<file path="src/rtl/core/fstc_pkg.sv">
// Shared types and constants of the fan speed tick controller.
// Used by the front, queue, back and top-level modules; depends on nothing.
package fstc_pkg;

  // Configuration register indexes
  typedef enum logic [1:0] {
    CFG_MIN_DUTY = 2'd0,
    CFG_DEBOUNCE = 2'd1,
    CFG_INTERVAL = 2'd2,
    CFG_PERIOD   = 2'd3
  } cfg_index_t;

  localparam int CFG_DATA_W = 17;

  // Reset values of the registers and of the debounce counter
  localparam logic [6:0]  MIN_DUTY_RESET = 7'd20;
  localparam logic [3:0]  DEBOUNCE_RESET = 4'd3;
  localparam logic [7:0]  INTERVAL_RESET = 8'd4;
  localparam logic [16:0] PERIOD_RESET   = 17'd1000;

  // Arithmetic constants
  localparam logic [6:0]  DUTY_MAX     = 7'd100;
  localparam logic [18:0] ROUND_BIAS   = 19'd2047;
  localparam logic [12:0] KNOB_FULL    = 13'd4095;
  localparam logic [7:0]  TICK_MAX     = 8'd255;
  // floor(x/100) = (x * RECIP_100) >> RECIP_SHIFT for any x below 2^24
  localparam logic [24:0] RECIP_100    = 25'd21474837;
  localparam int          RECIP_SHIFT  = 31;

  // Indicator level thresholds
  localparam logic [11:0] LEVEL_Q1 = 12'd1024;
  localparam logic [11:0] LEVEL_Q2 = 12'd2048;
  localparam logic [11:0] LEVEL_Q3 = 12'd3072;

  // Queue between front and back
  localparam int QUEUE_DEPTH = 2;
  localparam int QUEUE_PTR_W = (QUEUE_DEPTH > 1) ? $clog2(QUEUE_DEPTH) : 1;
  localparam int QUEUE_CNT_W = $clog2(QUEUE_DEPTH + 1);

  // Live configuration
  typedef struct packed {
    logic [6:0]  min_duty;
    logic [3:0]  debounce;
    logic [7:0]  interval;
    logic [16:0] period;
  } cfg_t;

  // Classified tick handed from front to back
  typedef struct packed {
    logic [11:0] adc;
    logic        clear;
    logic        sample;
    logic        running;
  } cmd_t;

  // Result word, fan_running in the lowest bit
  typedef struct packed {
    logic        sampled;
    logic [2:0]  level;
    logic [16:0] compare;
    logic [6:0]  duty;
    logic        running;
  } result_t;

endpackage

</file>
<file path="src/rtl/core/fstc_front.sv">
// Front end: debounces the button, toggles the fan and schedules samples.
// Depends on fstc_pkg; feeds classified ticks into fstc_queue.
module fstc_front import fstc_pkg::*; (
  input  logic        clk,
  input  logic        rst,
  input  cfg_t        cfg,
  input  logic        in_valid,
  output logic        in_ready,
  input  logic        button_raw,
  input  logic        remote_toggle,
  input  logic [11:0] adc_sample,
  output logic        push_valid,
  input  logic        push_ready,
  output cmd_t        push_cmd
);

  logic       running;
  logic [7:0] tick_count;
  logic       stable_level;
  logic       last_level;
  logic [3:0] same_count;

  logic       running_next;
  logic [7:0] tick_count_next;
  logic       stable_level_next;
  logic       last_level_next;
  logic [3:0] same_count_next;
  logic       rise;
  logic       toggle;
  logic       sample;
  logic [7:0] tick_base;
  logic [7:0] tick_inc;
  logic       accept;

  assign in_ready   = push_ready;
  assign accept     = in_valid && push_ready;
  assign push_valid = in_valid;

  // Debounce the button and detect a filtered rising edge
  always_comb begin
    last_level_next   = last_level;
    same_count_next   = same_count;
    stable_level_next = stable_level;
    rise              = 1'b0;
    if (button_raw == last_level) begin
      if (same_count < cfg.debounce) begin
        same_count_next = same_count + 4'd1;
      end
    end else begin
      last_level_next = button_raw;
      same_count_next = 4'd1;
    end
    if (same_count_next >= cfg.debounce && stable_level != last_level_next) begin
      stable_level_next = last_level_next;
      rise              = last_level_next;
    end
  end

  // Toggle the fan and advance the saturating tick counter
  always_comb begin
    toggle       = rise || remote_toggle;
    running_next = running ^ toggle;
    tick_base    = (toggle && running_next) ? cfg.interval : tick_count;
    tick_inc     = (tick_base < TICK_MAX) ? tick_base + 8'd1 : tick_base;
    sample       = running_next && (tick_inc >= cfg.interval);
    tick_count_next = sample ? 8'd0 : tick_inc;
  end

  assign push_cmd.adc     = adc_sample;
  assign push_cmd.clear   = toggle && !running_next;
  assign push_cmd.sample  = sample;
  assign push_cmd.running = running_next;

  // Commit the front state on each accepted word
  always_ff @(posedge clk) begin
    if (rst) begin
      running      <= 1'b0;
      tick_count   <= 8'd0;
      stable_level <= 1'b0;
      last_level   <= 1'b0;
      same_count   <= DEBOUNCE_RESET;
    end else if (accept) begin
      running      <= running_next;
      tick_count   <= tick_count_next;
      stable_level <= stable_level_next;
      last_level   <= last_level_next;
      same_count   <= same_count_next;
    end
  end

endmodule

</file>
<file path="src/rtl/core/fstc_queue.sv">
// Short flop queue of classified ticks between front and back.
// Depends on fstc_pkg for the command type and depth.
module fstc_queue import fstc_pkg::*; (
  input  logic clk,
  input  logic rst,
  input  logic push_valid,
  output logic push_ready,
  input  cmd_t push_cmd,
  output logic pop_valid,
  input  logic pop_ready,
  output cmd_t pop_cmd
);

  cmd_t                   entries [QUEUE_DEPTH];
  logic [QUEUE_PTR_W-1:0] wr_ptr;
  logic [QUEUE_PTR_W-1:0] rd_ptr;
  logic [QUEUE_CNT_W-1:0] count;
  logic                   do_push;
  logic                   do_pop;

  assign push_ready = (count != QUEUE_CNT_W'(QUEUE_DEPTH));
  assign pop_valid  = (count != '0);
  assign pop_cmd    = entries[rd_ptr];
  assign do_push    = push_valid && push_ready;
  assign do_pop     = pop_valid && pop_ready;

  // Store the incoming word
  always_ff @(posedge clk) begin
    if (do_push) begin
      entries[wr_ptr] <= push_cmd;
    end
  end

  // Advance pointers and fill count
  always_ff @(posedge clk) begin
    if (rst) begin
      wr_ptr <= '0;
      rd_ptr <= '0;
      count  <= '0;
    end else begin
      if (do_push) begin
        wr_ptr <= (wr_ptr == QUEUE_PTR_W'(QUEUE_DEPTH - 1)) ? '0 : wr_ptr + 1'b1;
      end
      if (do_pop) begin
        rd_ptr <= (rd_ptr == QUEUE_PTR_W'(QUEUE_DEPTH - 1)) ? '0 : rd_ptr + 1'b1;
      end
      if (do_push && !do_pop) begin
        count <= count + 1'b1;
      end else if (!do_push && do_pop) begin
        count <= count - 1'b1;
      end
    end
  end

endmodule

</file>
<file path="src/rtl/core/fstc_back.sv">
// Back end: maps knob samples to duty, compare and level; holds the output word.
// Depends on fstc_pkg; takes classified ticks from fstc_queue.
module fstc_back import fstc_pkg::*; (
  input  logic    clk,
  input  logic    rst,
  input  cfg_t    cfg,
  input  logic    pop_valid,
  output logic    pop_ready,
  input  cmd_t    pop_cmd,
  output logic    out_valid,
  input  logic    out_ready,
  output result_t out_word
);

  typedef enum logic [4:0] {
    ST_IDLE  = 5'b00001,
    ST_QUOT  = 5'b00010,
    ST_SCALE = 5'b00100,
    ST_RECIP = 5'b01000,
    ST_DONE  = 5'b10000
  } state_t;

  state_t      state;
  logic [6:0]  duty_reg;
  logic [16:0] compare_reg;
  logic [2:0]  level_reg;
  logic [11:0] adc_hold;
  logic [18:0] prod;
  logic [6:0]  duty_new;
  logic [23:0] scaled;
  logic [48:0] recip;

  logic        out_free;
  logic        out_load;
  logic [6:0]  lo;
  logic [18:0] biased;
  logic [6:0]  q_est;
  logic [12:0] rem;
  logic [6:0]  quot;
  logic [7:0]  duty_sum;
  logic [6:0]  duty_calc;
  logic [16:0] compare_calc;
  logic [2:0]  level_calc;

  assign out_free  = !out_valid || out_ready;
  assign pop_ready = (state == ST_IDLE) && out_free;

  // Load the output word on a plain tick or at the end of a sample
  assign out_load = ((state == ST_IDLE) && pop_valid && out_free && !pop_cmd.sample) ||
                    ((state == ST_DONE) && out_free);

  // Clamp the minimum duty
  assign lo = (cfg.min_duty > DUTY_MAX) ? DUTY_MAX : cfg.min_duty;

  // Rounded divide by 4095: estimate by shift, then one correction step
  always_comb begin
    biased    = prod + ROUND_BIAS;
    q_est     = biased[18:12];
    rem       = {1'b0, biased[11:0]} + {6'd0, q_est};
    quot      = q_est + {6'd0, (rem >= KNOB_FULL)};
    duty_sum  = {1'b0, lo} + {1'b0, quot};
    duty_calc = (duty_sum > {1'b0, DUTY_MAX}) ? DUTY_MAX : duty_sum[6:0];
  end

  assign compare_calc = recip[RECIP_SHIFT +: 17];

  // Four-step indicator level from the knob quarter
  always_comb begin
    if (adc_hold < LEVEL_Q1) begin
      level_calc = 3'd1;
    end else if (adc_hold < LEVEL_Q2) begin
      level_calc = 3'd2;
    end else if (adc_hold < LEVEL_Q3) begin
      level_calc = 3'd3;
    end else begin
      level_calc = 3'd4;
    end
  end

  // Datapath registers of the sample sequence
  always_ff @(posedge clk) begin
    case (state)
      ST_IDLE: begin
        adc_hold <= pop_cmd.adc;
        prod     <= {7'd0, pop_cmd.adc} * {12'd0, DUTY_MAX - lo};
      end
      ST_QUOT: begin
        duty_new <= duty_calc;
      end
      ST_SCALE: begin
        scaled <= {7'd0, cfg.period} * {17'd0, duty_new};
      end
      ST_RECIP: begin
        recip <= {25'd0, scaled} * {24'd0, RECIP_100};
      end
      default: begin
      end
    endcase
  end

  // Sequence the work and hold the output word
  always_ff @(posedge clk) begin
    if (rst) begin
      state       <= ST_IDLE;
      out_valid   <= 1'b0;
      duty_reg    <= 7'd0;
      compare_reg <= 17'd0;
      level_reg   <= 3'd0;
    end else begin
      if (out_load) begin
        out_valid <= 1'b1;
      end else if (out_ready) begin
        out_valid <= 1'b0;
      end
      case (state)
        ST_IDLE: begin
          if (pop_valid && out_free) begin
            if (pop_cmd.sample) begin
              state <= ST_QUOT;
            end else begin
              // Tick without a sample: clear on switch-off, else repeat state
              if (pop_cmd.clear) begin
                duty_reg    <= 7'd0;
                compare_reg <= 17'd0;
                level_reg   <= 3'd0;
              end
              out_word.running <= pop_cmd.running;
              out_word.sampled <= 1'b0;
              out_word.duty    <= pop_cmd.clear ? 7'd0 : duty_reg;
              out_word.compare <= pop_cmd.clear ? 17'd0 : compare_reg;
              out_word.level   <= pop_cmd.clear ? 3'd0 : level_reg;
            end
          end
        end
        ST_QUOT: begin
          state <= ST_SCALE;
        end
        ST_SCALE: begin
          state <= ST_RECIP;
        end
        ST_RECIP: begin
          state <= ST_DONE;
        end
        ST_DONE: begin
          // Write back once the output word is free; a sample implies running
          if (out_free) begin
            if (duty_new != duty_reg) begin
              duty_reg    <= duty_new;
              compare_reg <= compare_calc;
            end
            level_reg        <= level_calc;
            out_word.running <= 1'b1;
            out_word.sampled <= 1'b1;
            out_word.duty    <= duty_new;
            out_word.compare <= (duty_new != duty_reg) ? compare_calc : compare_reg;
            out_word.level   <= level_calc;
            state            <= ST_IDLE;
          end
        end
        default: begin
          state <= ST_IDLE;
        end
      endcase
    end
  end

endmodule

</file>
<file path="src/rtl/core/fan_speed_tick_controller.sv">
// Top level of the fan speed tick controller: configuration registers and wiring
// of fstc_front, fstc_queue and fstc_back. Depends on fstc_pkg.
//
//   channel  direction  handshake            payload
//   s_*      in         s_tvalid / s_tready  s_tdata: button, remote toggle, ADC
//   m_*      out        m_tvalid / m_tready  m_tdata: running, duty, compare, level, sampled
//   cfg_*    in         cfg_we               cfg_index, cfg_data
//
// The front takes one word per cycle while the two-entry queue has room.
// The back handles a tick without a sample in its idle state, and a sampling tick
// in its chain of knob product, divide by 4095, period product and reciprocal
// product for the divide by 100, then write-back; it takes no new tick meanwhile.
// Reset is synchronous and active high; no clearing pass is needed.
// A stalled m_tready holds the output word while the front keeps filling the queue.
module fan_speed_tick_controller import fstc_pkg::*; (
  input  logic                  clk,
  input  logic                  rst,
  input  logic                  s_tvalid,
  output logic                  s_tready,
  input  logic [15:0]           s_tdata,   // button_raw, remote_toggle, adc_sample[11:0]
  output logic                  m_tvalid,
  input  logic                  m_tready,
  output logic [31:0]           m_tdata,   // fan_running, duty_percent[6:0],
                                           // pwm_compare[16:0], speed_level[2:0], sampled
  input  logic                  cfg_we,
  input  logic [1:0]            cfg_index,
  input  logic [CFG_DATA_W-1:0] cfg_data
);

  cfg_t    cfg;
  logic    push_valid;
  logic    push_ready;
  cmd_t    push_cmd;
  logic    pop_valid;
  logic    pop_ready;
  cmd_t    pop_cmd;
  result_t out_word;

  // Write the configuration registers
  always_ff @(posedge clk) begin
    if (rst) begin
      cfg.min_duty <= MIN_DUTY_RESET;
      cfg.debounce <= DEBOUNCE_RESET;
      cfg.interval <= INTERVAL_RESET;
      cfg.period   <= PERIOD_RESET;
    end else if (cfg_we) begin
      case (cfg_index_t'(cfg_index))
        CFG_MIN_DUTY: cfg.min_duty <= cfg_data[6:0];
        CFG_DEBOUNCE: cfg.debounce <= cfg_data[3:0];
        CFG_INTERVAL: cfg.interval <= cfg_data[7:0];
        CFG_PERIOD:   cfg.period   <= cfg_data[16:0];
        default: begin
        end
      endcase
    end
  end

  fstc_front u_front (
    .clk           (clk),
    .rst           (rst),
    .cfg           (cfg),
    .in_valid      (s_tvalid),
    .in_ready      (s_tready),
    .button_raw    (s_tdata[0]),
    .remote_toggle (s_tdata[1]),
    .adc_sample    (s_tdata[13:2]),
    .push_valid    (push_valid),
    .push_ready    (push_ready),
    .push_cmd      (push_cmd)
  );

  fstc_queue u_queue (
    .clk        (clk),
    .rst        (rst),
    .push_valid (push_valid),
    .push_ready (push_ready),
    .push_cmd   (push_cmd),
    .pop_valid  (pop_valid),
    .pop_ready  (pop_ready),
    .pop_cmd    (pop_cmd)
  );

  fstc_back u_back (
    .clk       (clk),
    .rst       (rst),
    .cfg       (cfg),
    .pop_valid (pop_valid),
    .pop_ready (pop_ready),
    .pop_cmd   (pop_cmd),
    .out_valid (m_tvalid),
    .out_ready (m_tready),
    .out_word  (out_word)
  );

  assign m_tdata = {3'b000, out_word};

endmodule

</file>
<file path="config.mk">
export PLATFORM = sky130hd
export DESIGN_NAME = fan_speed_tick_controller
export DESIGN_NICKNAME = d
export VERILOG_FILES = /design/src/rtl/core/fstc_pkg.sv /design/src/rtl/core/fstc_front.sv /design/src/rtl/core/fstc_queue.sv /design/src/rtl/core/fstc_back.sv /design/src/rtl/core/fan_speed_tick_controller.sv
export SDC_FILE = /design/constraint.sdc
export NUM_CORES = 1
export LEC_CHECK = 0
export BUFFER_PORTS_ARGS = -buffer_cell sky130_fd_sc_hd__buf_2
export CORE_MARGIN = 3
export CORE_UTILIZATION = 35
export CTS_CLUSTER_SIZE = 20
export DETAILED_ROUTE_END_ITERATION = 16
export GPL_TIMING_DRIVEN = 0
export PLACE_DENSITY_LB_ADDON = 0.12
export SYNTH_ARGS = -nofsm -noshare
export SYNTH_HDL_FRONTEND = slang
export SYNTH_SLANG_ARGS = --single-unit
</file>
<file path="constraint.sdc">
create_clock -name clk -period 7.35 [get_ports clk]
set_clock_uncertainty 0.1 [all_clocks]
set_input_delay 0.3675 -clock clk [delete_from_list [all_inputs] [get_ports clk]]
set_output_delay 0.3675 -clock clk [all_outputs]
set_load 0.005 [all_outputs]
</file>
==> flow_metrics.py <==
metrics = {
    "cells_and_area": {
        "fin_area_sq_mm": 0.0278,
        "largest_reg_flops": 36,
        "area_delta_synth_final_pct": 11.7,
        "largest-register": "cfg",
        "fin_nets": 3373,
        "fin_cells": 3600,
        "diodes": 0,
        "reg_top3": "cfg: 36 flops, u_queue.entries: 30 flops, u_back.out_word: 29 flops",
        "drive_gt1_share_pct": 7.22,
    },
    "drt": {
        "antenna_left": 0,
        "wl_mm": 61.7,
        "drtIter0Drc": 749,
        "vias": 17200,
        "routedWlPerCell_um": 17.1,
        "drc": 0,
        "first_pass_iters": 5,
        "via_per_inst": 4.79,
    },
    "die": {
        "start_util_pct": 35.4,
        "boundaryPins": 74,
        "die_area_sq_mm": 0.0742,
        "die_h_um": 272,
        "die_w_um": 272,
        "core_area_sq_mm": 0.0701,
        "row_count": 97,
    },
    "clock_network": {
        "path_clk_slew_ns": 0.06,
        "htree_levels": 1,
        "root_buffer": "clkbuf_16",
        "cts_tree": "built",
        "clock_path_buffers": 3,
        "clkLatencyLatePin_ns": 0.55,
        "cts.sinks": 217,
        "cts_buffers": 27,
    },
    "power_and_ir_drop": {
        "p_comb_share_pct": 54.1,
        "p_int_w": 0.00379,
        "seqPwrFrac_pct": 26.2,
        "switching_share_pct": 41.1,
        "power.switching_w": 0.00264,
        "peakVddDrop_mv": 0.209,
        "p_leak_nw": 13.4,
        "pwr-share-clk_pct": 19.6,
        "pwr_density_cell_mw_per_mm2": 232,
    },
    "critical_path": {
        "required_ns": 7.53,
        "crit_path_top_delay_cell": "fa_1",
        "worstPathCellList": "buf_4 -> ha_1 -> inv_1 -> fa_1 -> inv_1 -> ha_1 -> inv_1 -> fa_1 -> fa_1 -> inv_1 -> fa_1 -> fa_1 -> ha_1 -> nand4_1 -> nor3_2 -> o2111ai_1 -> o211ai_1 -> buf_4 -> o21ai_1 -> a211oi_1 -> or3_1 -> a21oi_2 -> xnor2_1",
        "critPathMaxStageDelay_ns": 0.56,
        "cp-end-kind": "flip-flop",
        "crit_type": "reg -> reg",
        "crit_top_cell": "fa_1",
        "arrival_ns": 7.21,
        "start_kind": "flip-flop",
        "r2r_slack_ns": 0.32,
        "cp_max_fo": 5,
    },
    "global_routing": {
        "grt_overflow": 0,
        "grt_pass1_vias": 18200,
        "grt_max_degree": 25,
        "antenna_found_initial": 0,
        "grt_use_total_pct": 17.0,
        "grt_pass1_wl_mm": 100,
    },
    "yosys": {
        "synth_compound_area_share_pct": 7.45,
        "synthDistinctLibCells": 69,
        "yosys.area_share.simple_pct": 11.0,
        "synth_fa_ha_area_share_pct": 44.8,
        "synth_common_cells": "484 x inv_1, 368 x ha_1, 326 x fa_1, 270 x nand2_1, 128 x edfxtp_1",
        "synthXorXnorAreaFrac_pct": 3.80,
        "synth_cells": 2488,
        "synth_flop_cell": "edfxtp_1",
        "synth_top_family_by_area": "adder cells",
        "synth_area_sq_mm": 0.0249,
        "ys_ff_latch": 217,
        "syn_area_per_cell_sq_um": 9.99,
        "synth_top_area_share_pct": 26.3,
        "yosysMostFrequentCell": "inv_1",
        "synth_edf_count": 128,
        "synthTopCellsByArea": "fa_1 26%, ha_1 19%, edfxtp_1 15%",
        "yosys_warnings": 0,
        "synthMuxAreaShare_pct": 1.85,
        "synth-seq-area-share_pct": 22.6,
        "synth.largest_area_cell": "fa_1",
        "ys_async_sr_fraction_pct": 0,
    },
    "placed_design": {
        "io_buffers": 67,
        "gp_congestion": 0.866,
        "placed_area_sq_mm": 0.0264,
        "hpwl_mm": 51.5,
        "dp.cells": 3499,
    },
    "job": {
        "drv_cap": 0,
    },
    "timing": {
        "worst_pin_slew_ns": 1.24,
        "totalNegativeSetupSlack_ns": 0,
        "period_share_pct": 95.7,
        "slew_violations": 0,
        "setup_violations": 0,
        "hold_viol_final": 0,
        "period_needed_ns": 7.03,
        "relSlewSlack_pct": 17.3,
        "grt_setup_unrepaired": "true",
        "fmax_mhz": 142,
    },
    "worst_hold_path": {
        "hold_path.class": "in -> reg",
    },
    "status": {
        "status": "finished clean",
    },
}
[metal layers]
metal / wire, um / track usage [%] / vias to the layer above
met5: 0 / 0 / -
met1: 29100 / 23.5 / 8561
met3: 2010 / 2.11 / 64
li1: - / - / 8368
met2: 29200 / 28.8 / 237
met4: 1380 / 3.59 / 0
[power by group through the flow]
stage	combinational, W	clock, W	sequential (W)
2_1_floorplan	0.00261	0	0.00169
3_3_place_gp	0.00339	0	0.00171
3_5_place_dp	0.00346	0	0.00171
4_1_cts	0.00351	0.00131	0.00169
5_1_grt	0.00395	0.00137	0.00171
6_report	0.00348	0.00126	0.00169
[per-stage QoR]
stage	total power, W	util (%)	setup slack, ns	hold slack [ns]
finish	0.00643	39.6	0.315	0.0335
global route	0.00703	39.6	-0.0401	0.0186
CTS	0.00651	39.3	0.00322	0.0000576
detailed placement	0.00517	37.6	-0.286	0.350
global placement	0.00511	37.6	-0.250	0.342
floorplan	0.00430	-	0.735	0.329
[timing repair]
item	4_1_cts	5_1_grt
hold endpoints to repair	39	0
pin swaps	1	2
endpoints found under the setup margin	14	31
gates resized for setup	5	21
hold buffers	24	0
setup buffers	8	19
[cells in the final DEF (no fill, tap or decap), drive strengths merged, types with 17 or more instances in the layout]
cell	count
mux2i	28
and2	53
nand2b	17
a22o	26
clkbuf	91
xnor2	66
inv	487
dfxtp	89
dlygate4sd3	24
nor2	87
o21ai	51
nand2	270
a21oi	102
ha	368
fa	326
buf	111
a21o	24
nor3	34
xor2	41
edfxtp	128
nand3	25
nor2b	21
[logic make-up (layout without fill, tap and decap cells)]
family / count (synthesis) / in the layout
adder cells (fa/ha/maj): 694 / 694
AND/OR/NAND/NOR: 584 / 584
buffers and inverters: 556 / 726
AO/OA/AOI/OAI: 286 / 286
flip-flops: 217 / 217
XOR/XNOR: 107 / 107
multiplexers: 43 / 43
other: 1 / 3
[worst paths after layout]
| kind | from | to | depth (start not counted) |
|---|---|---|---|
| max | u_back.scaled[14]$_DFFE_PP_ | u_back.recip[47]$_DFFE_PN_ | 23 |
| min | cfg_data[5] | cfg[22]$_SDFFE_PP0P_ | 3 |
| min reg2reg | u_front.tick_count[0]$_SDFFE_PP0P_ | u_front.tick_count[0]$_SDFFE_PP0P_ | 2 |
| max reg2reg | u_back.scaled[14]$_DFFE_PP_ | u_back.recip[47]$_DFFE_PN_ | 23 |
[area by class of cell]
cell class,count,area (sq um)
plain buffers,71,284
clock buffers,35,746
clock inverters,15,109
fillers,7079,42400
inverters,485,1820
multi-input cells,1717,17200
flip-flops and latches,217,5630
well taps,940,1180
repair buffers,120,801
[critical path, delay by kind of cell, from the launching register on]
kind            cells  cell delay, ns
fa+ha+maj           8            3.63
compound gates      5            0.83
buf+inv             6            0.79
simple gates        3            0.73
flops               1            0.54
xor+xnor            1            0.14
(Power assumes the default switching activity.)
